## config.mk

```make
export PLATFORM = sky130hd
export DESIGN_NAME = cursor_sprite_save_under_core
export DESIGN_NICKNAME = d
export VERILOG_FILES = /design/src/cssu_pkg.sv /design/src/cursor_sprite_save_under_core.sv /design/src/cssu_save_ram.sv /design/src/cssu_pixel_calc.sv
export SDC_FILE = /design/constraint.sdc
export NUM_CORES = 2
export LEC_CHECK = 0
export BUFFER_PORTS_ARGS = -buffer_cell sky130_fd_sc_hd__buf_2
export CAP_MARGIN = 10
export CORE_ASPECT_RATIO = 1.5
export CORE_MARGIN = 8
export CORE_UTILIZATION = 30
export CTS_BUF_LIST = sky130_fd_sc_hd__clkbuf_4 sky130_fd_sc_hd__clkbuf_8 sky130_fd_sc_hd__clkbuf_16
export DETAILED_ROUTE_END_ITERATION = 10
export GPL_TIMING_DRIVEN = 0
export SLEW_MARGIN = 20
export SYNTH_ARGS = -nofsm -noshare
export SYNTH_HDL_FRONTEND = slang
export SYNTH_SLANG_ARGS = --single-unit
```

## constraint.sdc

```tcl
create_clock -name clk -period 12.1 [get_ports clk]
set_clock_uncertainty 0.2 [all_clocks]
set_input_delay 3.025 -clock clk [delete_from_list [all_inputs] [get_ports clk]]
set_output_delay 3.025 -clock clk [all_outputs]
set_load 0.05 [all_outputs]
```

## src/cssu_pkg.sv

```systemverilog
package cssu_pkg;

  // Arrow bitmap size; bits outside it are transparent
  localparam int unsigned ARROW_ROWS = 12;
  localparam int unsigned ARROW_COLS = 8;

  // Field widths fixed by the stream format
  localparam int unsigned COORD_W  = 12;
  localparam int unsigned ROW_W    = 4;
  localparam int unsigned COL_W    = 3;
  localparam int unsigned COLOUR_W = 32;
  localparam int unsigned OFFSET_W = 26;
  localparam int unsigned SCREEN_W = 13;
  localparam int unsigned STRIDE_W = 15;
  localparam int unsigned BPP_W    = 3;
  localparam int unsigned CFG_AW   = 3;
  localparam int unsigned CFG_DW   = 32;
  localparam int unsigned IN_TDATA_W  = 64;
  localparam int unsigned OUT_TDATA_W = 88;

  // Action codes
  localparam logic ACT_SHOW = 1'b0;
  localparam logic ACT_HIDE = 1'b1;

  // Configuration register indexes
  typedef enum logic [CFG_AW-1:0] {
    CFG_SCREEN_WIDTH  = 3'd0,
    CFG_SCREEN_HEIGHT = 3'd1,
    CFG_LINE_STRIDE   = 3'd2,
    CFG_BYTES_PER_PIX = 3'd3,
    CFG_OUTLINE       = 3'd4,
    CFG_FILL          = 3'd5
  } cfg_idx_t;

  // Three-byte pixel size code
  localparam logic [BPP_W-1:0] BPP_THREE = 3'd3;

  typedef struct packed {
    logic [SCREEN_W-1:0] screen_width;
    logic [SCREEN_W-1:0] screen_height;
    logic [STRIDE_W-1:0] line_stride;
    logic [BPP_W-1:0]    bytes_per_pixel;
    logic [COLOUR_W-1:0] outline_colour;
    logic [COLOUR_W-1:0] fill_colour;
  } cfg_t;

  typedef struct packed {
    logic                action;
    logic [COORD_W-1:0]  cursor_x;
    logic [COORD_W-1:0]  cursor_y;
    logic [ROW_W-1:0]    box_row;
    logic [COL_W-1:0]    box_col;
    logic [COLOUR_W-1:0] screen_pixel;
    logic                last_pixel;
  } item_t;

  typedef struct packed {
    logic                write_enable;
    logic [COORD_W-1:0]  pixel_x;
    logic [COORD_W-1:0]  pixel_y;
    logic [OFFSET_W-1:0] byte_offset;
    logic [COLOUR_W-1:0] write_colour;
  } res_t;

  // Outline mask, MSB is the leftmost column
  function automatic logic [ARROW_COLS-1:0] arrow_black(input logic [ROW_W-1:0] row);
    logic [ARROW_COLS-1:0] m;
    case (row)
      4'd0:    m = 8'h80;
      4'd1:    m = 8'hC0;
      4'd2:    m = 8'hA0;
      4'd3:    m = 8'h90;
      4'd4:    m = 8'h88;
      4'd5:    m = 8'h84;
      4'd6:    m = 8'h82;
      4'd7:    m = 8'h9E;
      4'd8:    m = 8'hD0;
      4'd9:    m = 8'h68;
      4'd10:   m = 8'h14;
      4'd11:   m = 8'h08;
      default: m = 8'h00;
    endcase
    return m;
  endfunction

  // Fill mask, MSB is the leftmost column
  function automatic logic [ARROW_COLS-1:0] arrow_white(input logic [ROW_W-1:0] row);
    logic [ARROW_COLS-1:0] m;
    case (row)
      4'd2:    m = 8'h40;
      4'd3:    m = 8'h60;
      4'd4:    m = 8'h70;
      4'd5:    m = 8'h78;
      4'd6:    m = 8'h7C;
      4'd7:    m = 8'h60;
      4'd8:    m = 8'h20;
      4'd9:    m = 8'h10;
      4'd10:   m = 8'h08;
      default: m = 8'h00;
    endcase
    return m;
  endfunction

  // Drop the top byte for three-byte pixels
  function automatic logic [COLOUR_W-1:0] size_colour(input logic [COLOUR_W-1:0] c,
                                                      input logic [BPP_W-1:0] bpp);
    return (bpp == BPP_THREE) ? {8'h00, c[23:0]} : c;
  endfunction

endpackage

```

## src/cursor_sprite_save_under_core.sv

```systemverilog
// Cursor overlay with save-under. Each input beat is one pixel of the cursor box:
// a show beat (tuser 0) latches the box position, saves the framebuffer colour
// under the pixel and draws the arrow outline or fill; a hide beat (tuser 1)
// restores the saved colour. Every input beat yields one output beat with the
// write enable, screen coordinates, byte offset and colour. Throughput is one
// pixel per clock while out_tready does not stall the output; each beat passes
// an input stage that also reads the save-under RAM and then the result register.
// tlast on a show pass marks the save valid, on a hide pass clears it.
// Write configuration only while no pixel is in flight.
module cursor_sprite_save_under_core #(
  parameter int unsigned BOX_WIDTH  = 8,
  parameter int unsigned BOX_HEIGHT = 12
) (
  input  logic                                clk,
  input  logic                                rst_n,
  // in_tdata: cursor_x[11:0], cursor_y[23:12], box_row[27:24], box_col[30:28],
  //           screen_pixel[62:31], zero[63]
  input  logic                                in_tvalid,
  output logic                                in_tready,
  input  logic [cssu_pkg::IN_TDATA_W-1:0]     in_tdata,
  // in_tuser: action[0]
  input  logic                                in_tuser,
  input  logic                                in_tlast,
  // out_tdata: write_enable[0], pixel_x[12:1], pixel_y[24:13],
  //            byte_offset[50:25], write_colour[82:51], zero[87:83]
  output logic                                out_tvalid,
  input  logic                                out_tready,
  output logic [cssu_pkg::OUT_TDATA_W-1:0]    out_tdata,
  input  logic                                cfg_we,
  input  logic [cssu_pkg::CFG_AW-1:0]         cfg_addr,
  input  logic [cssu_pkg::CFG_DW-1:0]         cfg_wdata
);

  localparam int unsigned SAVE_DEPTH = BOX_WIDTH * BOX_HEIGHT;
  localparam int unsigned AW         = $clog2(SAVE_DEPTH);

  cssu_pkg::cfg_t                cfg_r;
  cssu_pkg::item_t               in_item;
  cssu_pkg::item_t               stg_r;
  logic                          stg_valid_r;
  logic [cssu_pkg::COORD_W-1:0]  box_left_r;
  logic [cssu_pkg::COORD_W-1:0]  box_top_r;
  logic                          save_valid_r;
  logic                          fwd_hit_r;
  logic [cssu_pkg::COLOUR_W-1:0] fwd_data_r;
  cssu_pkg::res_t                out_r;
  logic                          out_valid_r;

  logic                          in_acc;
  logic                          stg_adv;
  logic [AW-1:0]                 rd_addr;
  logic [cssu_pkg::COLOUR_W-1:0] rd_data;
  logic [cssu_pkg::COLOUR_W-1:0] saved_word;
  cssu_pkg::res_t                calc_res;
  logic                          save_wr;
  logic [AW-1:0]                 save_addr;
  logic [cssu_pkg::COLOUR_W-1:0] save_data;

  // Unpack the input beat
  assign in_item.action       = in_tuser;
  assign in_item.cursor_x     = in_tdata[11:0];
  assign in_item.cursor_y     = in_tdata[23:12];
  assign in_item.box_row      = in_tdata[27:24];
  assign in_item.box_col      = in_tdata[30:28];
  assign in_item.screen_pixel = in_tdata[62:31];
  assign in_item.last_pixel   = in_tlast;

  // Handshake: stage moves when the result register is free or draining
  assign stg_adv   = stg_valid_r && (!out_valid_r || out_tready);
  assign in_tready = !stg_valid_r || stg_adv;
  assign in_acc    = in_tvalid && in_tready;

  // Configuration registers
  always_ff @(posedge clk) begin
    if (!rst_n) begin
      cfg_r.screen_width    <= 13'd640;
      cfg_r.screen_height   <= 13'd480;
      cfg_r.line_stride     <= 15'd2560;
      cfg_r.bytes_per_pixel <= 3'd4;
      cfg_r.outline_colour  <= 32'h0000_0000;
      cfg_r.fill_colour     <= 32'h00FF_FFFF;
    end else if (cfg_we) begin
      unique case (cfg_addr)
        cssu_pkg::CFG_SCREEN_WIDTH:  cfg_r.screen_width    <= cfg_wdata[12:0];
        cssu_pkg::CFG_SCREEN_HEIGHT: cfg_r.screen_height   <= cfg_wdata[12:0];
        cssu_pkg::CFG_LINE_STRIDE:   cfg_r.line_stride     <= cfg_wdata[14:0];
        cssu_pkg::CFG_BYTES_PER_PIX: cfg_r.bytes_per_pixel <= cfg_wdata[2:0];
        cssu_pkg::CFG_OUTLINE:       cfg_r.outline_colour  <= cfg_wdata;
        cssu_pkg::CFG_FILL:          cfg_r.fill_colour     <= cfg_wdata;
        default: ;
      endcase
    end
  end

  // Save-under RAM, read as the beat is taken
  assign rd_addr = AW'(32'(in_item.box_row) * BOX_WIDTH + 32'(in_item.box_col));

  cssu_save_ram #(
    .DEPTH (SAVE_DEPTH),
    .AW    (AW)
  ) u_save_ram (
    .clk     (clk),
    .wr_en   (stg_adv && save_wr),
    .wr_addr (save_addr),
    .wr_data (save_data),
    .rd_en   (in_acc),
    .rd_addr (rd_addr),
    .rd_data (rd_data)
  );

  // Forward a save that lands in the same cycle as the read
  always_ff @(posedge clk) begin
    if (in_acc) begin
      fwd_hit_r  <= stg_adv && save_wr && (save_addr == rd_addr);
      fwd_data_r <= save_data;
    end
  end

  assign saved_word = fwd_hit_r ? fwd_data_r : rd_data;

  // Input stage
  always_ff @(posedge clk) begin
    if (!rst_n) begin
      stg_valid_r <= 1'b0;
    end else if (in_acc) begin
      stg_valid_r <= 1'b1;
    end else if (stg_adv) begin
      stg_valid_r <= 1'b0;
    end
  end

  always_ff @(posedge clk) begin
    if (in_acc) begin
      stg_r <= in_item;
    end
  end

  cssu_pixel_calc #(
    .BOX_WIDTH  (BOX_WIDTH),
    .BOX_HEIGHT (BOX_HEIGHT),
    .AW         (AW)
  ) u_pixel_calc (
    .item       (stg_r),
    .cfg        (cfg_r),
    .box_left   (box_left_r),
    .box_top    (box_top_r),
    .save_valid (save_valid_r),
    .saved_word (saved_word),
    .res        (calc_res),
    .save_wr    (save_wr),
    .save_addr  (save_addr),
    .save_data  (save_data)
  );

  // Box position and save state advance with each processed beat
  always_ff @(posedge clk) begin
    if (!rst_n) begin
      box_left_r   <= '0;
      box_top_r    <= '0;
      save_valid_r <= 1'b0;
    end else if (stg_adv) begin
      if (stg_r.action == cssu_pkg::ACT_SHOW) begin
        box_left_r <= stg_r.cursor_x;
        box_top_r  <= stg_r.cursor_y;
      end
      if (stg_r.last_pixel) begin
        save_valid_r <= (stg_r.action == cssu_pkg::ACT_SHOW);
      end
    end
  end

  // Result register
  always_ff @(posedge clk) begin
    if (!rst_n) begin
      out_valid_r <= 1'b0;
    end else if (stg_adv) begin
      out_valid_r <= 1'b1;
    end else if (out_tready) begin
      out_valid_r <= 1'b0;
    end
  end

  always_ff @(posedge clk) begin
    if (stg_adv) begin
      out_r <= calc_res;
    end
  end

  assign out_tvalid = out_valid_r;
  assign out_tdata  = {5'b0, out_r.write_colour, out_r.byte_offset, out_r.pixel_y,
                       out_r.pixel_x, out_r.write_enable};

endmodule

```

## src/cssu_save_ram.sv

```systemverilog
module cssu_save_ram #(
  parameter int unsigned DEPTH = 96,
  parameter int unsigned AW    = 7
) (
  input  logic                          clk,
  input  logic                          wr_en,
  input  logic [AW-1:0]                 wr_addr,
  input  logic [cssu_pkg::COLOUR_W-1:0] wr_data,
  input  logic                          rd_en,
  input  logic [AW-1:0]                 rd_addr,
  output logic [cssu_pkg::COLOUR_W-1:0] rd_data
);

  logic [cssu_pkg::COLOUR_W-1:0] mem [DEPTH];
  logic [cssu_pkg::COLOUR_W-1:0] rd_data_r;

  // Save-under store, one write and one registered read per cycle
  always_ff @(posedge clk) begin
    if (wr_en) begin
      mem[wr_addr] <= wr_data;
    end
    if (rd_en) begin
      rd_data_r <= mem[rd_addr];
    end
  end

  assign rd_data = rd_data_r;

endmodule

```

## src/cssu_pixel_calc.sv

```systemverilog
module cssu_pixel_calc #(
  parameter int unsigned BOX_WIDTH  = 8,
  parameter int unsigned BOX_HEIGHT = 12,
  parameter int unsigned AW         = 7
) (
  input  cssu_pkg::item_t               item,
  input  cssu_pkg::cfg_t                cfg,
  input  logic [cssu_pkg::COORD_W-1:0]  box_left,
  input  logic [cssu_pkg::COORD_W-1:0]  box_top,
  input  logic                          save_valid,
  input  logic [cssu_pkg::COLOUR_W-1:0] saved_word,
  output cssu_pkg::res_t                res,
  output logic                          save_wr,
  output logic [AW-1:0]                 save_addr,
  output logic [cssu_pkg::COLOUR_W-1:0] save_data
);

  localparam int unsigned PROD_W = 28;

  logic [cssu_pkg::COORD_W-1:0]    left;
  logic [cssu_pkg::COORD_W-1:0]    top;
  logic [cssu_pkg::SCREEN_W-1:0]   sx;
  logic [cssu_pkg::SCREEN_W-1:0]   sy;
  logic                            on_screen;
  logic                            in_box;
  logic                            is_show;
  logic [cssu_pkg::ARROW_COLS-1:0] black_row;
  logic [cssu_pkg::ARROW_COLS-1:0] white_row;
  logic                            black_bit;
  logic                            white_bit;
  logic                            we;
  logic [cssu_pkg::COLOUR_W-1:0]   colour;
  logic [PROD_W-1:0]               row_bytes;
  logic [PROD_W-1:0]               col_bytes;
  logic [PROD_W-1:0]               offset_full;

  // A show takes its own position, a hide the latched one
  assign is_show = (item.action == cssu_pkg::ACT_SHOW);
  assign left    = is_show ? item.cursor_x : box_left;
  assign top     = is_show ? item.cursor_y : box_top;

  // Screen coordinates without wrap, and clipping
  assign sx        = {1'b0, left} + {{(cssu_pkg::SCREEN_W-cssu_pkg::COL_W){1'b0}}, item.box_col};
  assign sy        = {1'b0, top} + {{(cssu_pkg::SCREEN_W-cssu_pkg::ROW_W){1'b0}}, item.box_row};
  assign on_screen = (sx < cfg.screen_width) && (sy < cfg.screen_height);
  assign in_box    = (32'(item.box_row) < BOX_HEIGHT) && (32'(item.box_col) < BOX_WIDTH);
  assign save_addr = AW'(32'(item.box_row) * BOX_WIDTH + 32'(item.box_col));

  // Mask bits; the arrow tables read as zero outside the bitmap
  assign black_row = cssu_pkg::arrow_black(item.box_row);
  assign white_row = cssu_pkg::arrow_white(item.box_row);
  assign black_bit = black_row[~item.box_col];
  assign white_bit = white_row[~item.box_col];

  // Save the colour under a show pixel, zero when clipped
  assign save_wr   = is_show && in_box;
  assign save_data = on_screen ? cssu_pkg::size_colour(item.screen_pixel, cfg.bytes_per_pixel)
                               : '0;

  // Pick draw or restore colour
  always_comb begin
    we     = 1'b0;
    colour = '0;
    if (is_show) begin
      if (in_box && on_screen) begin
        if (black_bit) begin
          we     = 1'b1;
          colour = cssu_pkg::size_colour(cfg.outline_colour, cfg.bytes_per_pixel);
        end else if (white_bit) begin
          we     = 1'b1;
          colour = cssu_pkg::size_colour(cfg.fill_colour, cfg.bytes_per_pixel);
        end
      end
    end else if (save_valid && in_box && on_screen) begin
      we     = 1'b1;
      colour = cssu_pkg::size_colour(saved_word, cfg.bytes_per_pixel);
    end
  end

  // Byte offset: row times stride plus column times pixel size
  assign row_bytes   = PROD_W'(sy) * PROD_W'(cfg.line_stride);
  assign col_bytes   = PROD_W'(sx) * PROD_W'(cfg.bytes_per_pixel);
  assign offset_full = row_bytes + col_bytes;

  assign res.write_enable = we;
  assign res.pixel_x      = sx[cssu_pkg::COORD_W-1:0];
  assign res.pixel_y      = sy[cssu_pkg::COORD_W-1:0];
  assign res.byte_offset  = offset_full[cssu_pkg::OFFSET_W-1:0];
  assign res.write_colour = colour;

endmodule

```

# Yosys cells after proc, flatten, opt, wreduce, memory -nomap -nowiden
# Memories as Yosys holds them, arrays and structs flattened. A register that Yosys moved wholly into a read port is not among the register bits.
# Index checks and enable logic that the tools add are counted.
dict set report totals {
  elab_cells 101
  in_bits 106
  out_inout_bits 90
  mem_bits_ro 192
  mem_count 3
  mem_bits_rw 3072
  regBits 316
}
# name depth word_bits read_ports rd_clocked_by_memory_dff wr line_no
set memory_table {}
lappend memory_table {u_save_ram.mem 96 32 1 1 1 cssu_save_ram.sv:14} ;# logic [cssu_pkg::COLOUR_W-1:0] mem [DEPTH];
lappend memory_table {{(no name shown)} 16 7 1 1 0 cssu_pkg.sv:68} ;# case (row)
lappend memory_table {{(no name shown)} 16 5 1 1 0 cssu_pkg.sv:89} ;# case (row)
dict set report classes {
  addsub 5
  n_eq_ne 7
  mux 30
  magnitude_cmp 4
  reduce_logical 23
  bitwise_logic 2
  mul 2
}
# op count
set op_table {}
lappend op_table {{$mux 32} 11}
lappend op_table {{$add 26x16->26} 1}
lappend op_table {{$lt 13x13->1} 2}
lappend op_table {{$mul 13x15->26} 1}
lappend op_table {{$mux 12} 2}
lappend op_table {{$mul 13x3->16} 1}
lappend op_table {{$add 7x3->7} 2}
lappend op_table {{$reduce_and 2->1} 7}
lappend op_table {{$add 12x3->13} 1}
lappend op_table {{$add 12x4->13} 1}
lappend op_table {{$mux 1} 13}
lappend op_table {{$eq 3x2->1 const B} 3}
lappend op_table {{$logic_and 1x1->1} 9}
lappend op_table {{$mux 4} 2}
lappend op_table {{$eq 7x7->1} 1}
lappend op_table {{$bmux 1 s3} 2}
lappend op_table {{$eq 3x3->1 const B} 2}
lappend op_table {{$lt 3x4->1 const B} 1}
lappend op_table {{$lt 4x4->1 const B} 1}
lappend op_table {{$reduce_bool 2->1} 2}
lappend op_table {{$eq 3x1->1 const B} 1}
lappend op_table {{$logic_not 3->1} 1}
lappend op_table {{$not 3->3} 1}
lappend op_table {{$logic_not 1->1} 2}
lappend op_table {{2 further kinds} 3}

# Longest topological paths before layout
dict set report depth {
  ltp_word 7
  depth_mapped 36
}

# Cells and area by module
# Synthesis repeated with hierarchy kept, for this count alone.
dict set report unflattened {
  hier_cells 7432
  hier_area_um2 140240.8
}
# module seq_area_each_um2 instances cells_per_inst area_per_inst_um2
set modules_own_cells {}
lappend modules_own_cells {cssu_save_ram 93209.4 1 5279 118625.0}
lappend modules_own_cells {cursor_sprite_save_under_core 8137.8 1 828 10968.0}
lappend modules_own_cells {cssu_pixel_calc 0.0 1 1325 10647.7}

# Worst setup path after synthesis
# No wires, ideal clock.
dict set report synth_timing {
  path_type {flip-flop to flip-flop}
  start {register stg_r[64] (netlist bit)}
  end {register fwd_data_r[10] (netlist bit) (data pin)}
  arrival_ps 9198
  path_slack_ps 1731
  setup_ps 970
  t_required_ps 10930
  n_path_buf 7
  stages_incl_launch_ff 25
  path_cell_list {edfxtp_1 -> clkbuf_1 -> clkbuf_1 -> clkbuf_1 -> buf_1 -> mux2_2 -> ha_1 -> a21oi_1 -> o21bai_1 -> or3b_2 -> nor2_1 -> nand2_1 -> xor2_1 -> mux2i_1 -> clkbuf_1 -> ha_1 -> a21oi_1 -> nor2b_1 -> o21ai_0 -> nand2_1 -> nor4_1 -> o21ai_0 -> clkbuf_1 -> clkbuf_1 -> nor3b_1}
}
# element line_no
set synth_rtl {}
lappend synth_rtl {{from (decl)} cursor_sprite_save_under_core.sv:39} ;# cssu_pkg::item_t stg_r;
lappend synth_rtl {{from (signal assigned)} cursor_sprite_save_under_core.sv:134} ;# stg_r <= in_item;
lappend synth_rtl {{to (signal assigned)} cursor_sprite_save_under_core.sv:115} ;# fwd_data_r <= save_data;
lappend synth_rtl {{to (decl)} cursor_sprite_save_under_core.sv:45} ;# logic [cssu_pkg::COLOUR_W-1:0] fwd_data_r;

==> results.sh <==
export IMPL_hold_viol_final=0
export IMPL_min_path_cells=2
export IMPL_fmax_mhz=85.3
export IMPL_cts_setup_buffers=0
export IMPL_routed_via_density=4.99
export IMPL_cap_violations=0
export IMPL_max_stage_delay_ns=0.61
export IMPL_synth_edff_count=3285
export IMPL_area_growth_pct=18.5
export IMPL_tns_ns=0
export IMPL_fin_crit_sh_pct=96.9
export IMPL_portBuffers=188
export IMPL_num_vias=69800
export IMPL_synth_cell_types=57
export IMPL_critPathLaunch="stg_r[64]"
export IMPL_p_leak_nw=51.8
export IMPL_ys_top_cells_by_count="edfxtp_1, mux4_2, nand2_1"
export IMPL_clock_path_buffers=4
export IMPL_grt_usage_pct=16.0
export IMPL_die_area_um2=486000
export IMPL_gp_congestion=0.912
export IMPL_post_place_ws_ns=-0.599
export IMPL_p_clk_share_pct=40.0
export IMPL_reg2regPathDepth=32
export IMPL_ys_seq_area_share_pct=73.1
export IMPL_arrival_ns=12.13
export IMPL_dp_hpwl_um=301000
export IMPL_switching_share_pct=23.2
export IMPL_synthTopCellsByArea="edfxtp_1, mux4_2, fa_1"
export IMPL_synth_cells=6687
export IMPL_multi_input_area_um2=35900
export IMPL_worst_pin_slew_ns=1.19
export IMPL_end_kind="register"
export IMPL_syn_area_per_cell_um2=20.8
export IMPL_netlist_top_cell_by_area="edfxtp_1"
export IMPL_cts_root_buf="clkbuf_16"
export IMPL_ir_drop_uv=124
export IMPL_drt_first_pass_iters=9
export IMPL_setup_worst_path_end="out_tdata[50]"
export IMPL_slew_violations=0
export IMPL_remaining_drc_errors=0
export IMPL_drt_total_wl_um=400000
export IMPL_drive_gt1_share_pct=29.8
export IMPL_cts_sinks=3432
export IMPL_pwr_share_seq_pct=50.9
export IMPL_p_sw_w=0.00607
export IMPL_path_clk_slew_ns=0.06
export IMPL_rrSetupSlack_ns=0.38
export IMPL_max_slew_margin_pct=20.8
export IMPL_drtAntennaViolNets=0
export IMPL_cts_resized=3
export IMPL_synth_area_um2=139000
export IMPL_regArea_um2=102000
export IMPL_synth_seq_cells=3432
export IMPL_r2r_end="out_tdata[50]"
export IMPL_grt_pass1_vias=73300
export IMPL_fin_area_um2=165000
export IMPL_rows=306
export IMPL_setup_ws_ns=0.376
export IMPL_wl_per_cell_um=28.6
export IMPL_cts_hold_buffers=0
export IMPL_synth_most_common_cell="edfxtp_1"
export IMPL_grt_pass1_wl_um=556000
export IMPL_core_area_um2=462000
export IMPL_power_w=0.0261
export IMPL_die_h_um=850
export IMPL_crit_type="reg2reg"
export IMPL_comb_power_share_pct=9.1
export IMPL_placed_area_um2=154000
export IMPL_fp_dieW_um=572
export IMPL_yosys_warnings=0
export IMPL_path_max_fanout=11
export IMPL_min_period_ns=11.72
export IMPL_p_int_w=0.0201
export IMPL_hp_class="reg2reg"
export IMPL_clk_latency_ns=0.90
export IMPL_grt_antenna_before_repair=24
export IMPL_synthArstFlopShare_pct=0
export IMPL_synthFlopType="edfxtp_1"
export IMPL_crit_family="adder cells"
export IMPL_io_pins=196
export IMPL_start_util_pct=30.1
export IMPL_status="finished clean"
export IMPL_powerDensity_nw_per_um2=159
export IMPL_cts_tree="done"
export IMPL_worstPathRequired_ns=12.51
export IMPL_critPathSlowestCell="buf_1"
export IMPL_numCtsBuffers=329
export IMPL_synth_top_area_share_pct=71.0
export IMPL_setup_viol=0
export IMPL_cpMostUsedCell="fa_1"
export IMPL_grt_max_degree=92
export IMPL_start_kind="register"
export IMPL_drtIter0Drc=7354
export IMPL_path_buf_inv=8
export IMPL_fin_nets=7992
export IMPL_r2r_start="stg_r[64]"
export IMPL_htreeDepth=5
export IMPL_grt_overflow_total=0
export IMPL_cp_depth=32
export IMPL_fill_cells=42300
power by group through the flow:
stage,registers (W),logic [W],clock network [W]
floorplan,0.0137,0.00116,0
global placement,0.0137,0.00216,0
detailed placement,0.0136,0.00238,0
CTS,0.0133,0.00239,0.0106
global route,0.0133,0.00249,0.0110
finish,0.0133,0.00237,0.0105
state kept, by name, summed over array words and instances, names as in the netlist:
name and flops:
u_pixel_calc.black_row 7, fwd_hit_r 1, u_pixel_calc.white_row 5, box_top_r 12
stg_valid_r 1, fwd_data_r 32, u_save_ram.mem 3072, u_save_ram.rd_data 32
out_tvalid 1, cfg_r 108, stg_r 65, save_valid_r 1
box_left_r 12, out_tdata 83
worst min path at each step:
stage                             start       endpoint  slack (ns)
after floorplan           box_top_r[11]  box_top_r[11]        0.24
after global placement        cfg_r[46]      cfg_r[46]        0.24
after detailed placement      cfg_r[39]      cfg_r[39]        0.25
after CTS                     cfg_r[39]      cfg_r[39]        0.26
after global routing          cfg_r[46]      cfg_r[46]        0.28
final                         cfg_r[46]      cfg_r[46]        0.26
routing by layer:
metal,wire length [um],up-vias,GRT usage [%]
met3,25900,765,2.59
met2,214000,2775,29.7
met4,25600,10,8.38
li1,-,28700,-
met1,134000,37500,17.2
met5,60,-,0
stage by stage:
stage	hold slack [ns]	std cells	util, %
after global placement	0.244	13000	32.0
after CTS	0.256	14000	35.6
after detailed placement	0.248	13400	33.3
after global routing	0.276	14000	35.6
final	0.258	14000	35.6
after floorplan	0.236	6691	-
worst reg2reg max path, delay by kind of cell, from the launching register on:
kind / cells / cell delay [ns]
xor gates and xnor gates: 2 / 0.50
DFF: 1 / 0.33
buffers and inverters: 8 / 2.53
and+or+nand+nor: 6 / 1.27
AOI/OAI and AO/OA: 6 / 1.83
adders and majority gates: 8 / 3.84
muxes: 2 / 0.94
kinds of logic after synthesis:
kind of cell	synth area share (%)
other cells	0.00270
flops	73.1
fa+ha+maj	3.72
compound gates	1.36
buf+inv	1.77
mux	16.9
xor+xnor	0.334
simple gates	2.79
cell type report:
| class | instances | area share (%) |
|---|---|---|
| clock inverter | 161 | 1.11 |
| multi-input combinational | 2650 | 21.8 |
| buffer | 356 | 0.938 |
| inverter | 253 | 0.580 |
| clock buffer | 404 | 5.43 |
| timing repair buffer | 559 | 3.77 |
| antenna | 14 | 0.0213 |
| sequential | 3432 | 61.7 |
| tap | 6160 | 4.68 |
cell usage in the layout (no fill, tap or decap), drive strengths merged, types with 32 or more instances in the layout:
cell type / instances
nor2: 195
mux4: 992
clkinv: 105
ha: 124
dfxtp: 147
mux2i: 112
nor3: 40
bufinv: 36
fa: 181
and2: 105
nand3: 46
clkbuf: 634
inv: 262
buf: 685
nand2: 401
a21oi: 165
edfxtp: 3285
o22a: 32
No activity file was read; power rests on OpenSTA's default activity.
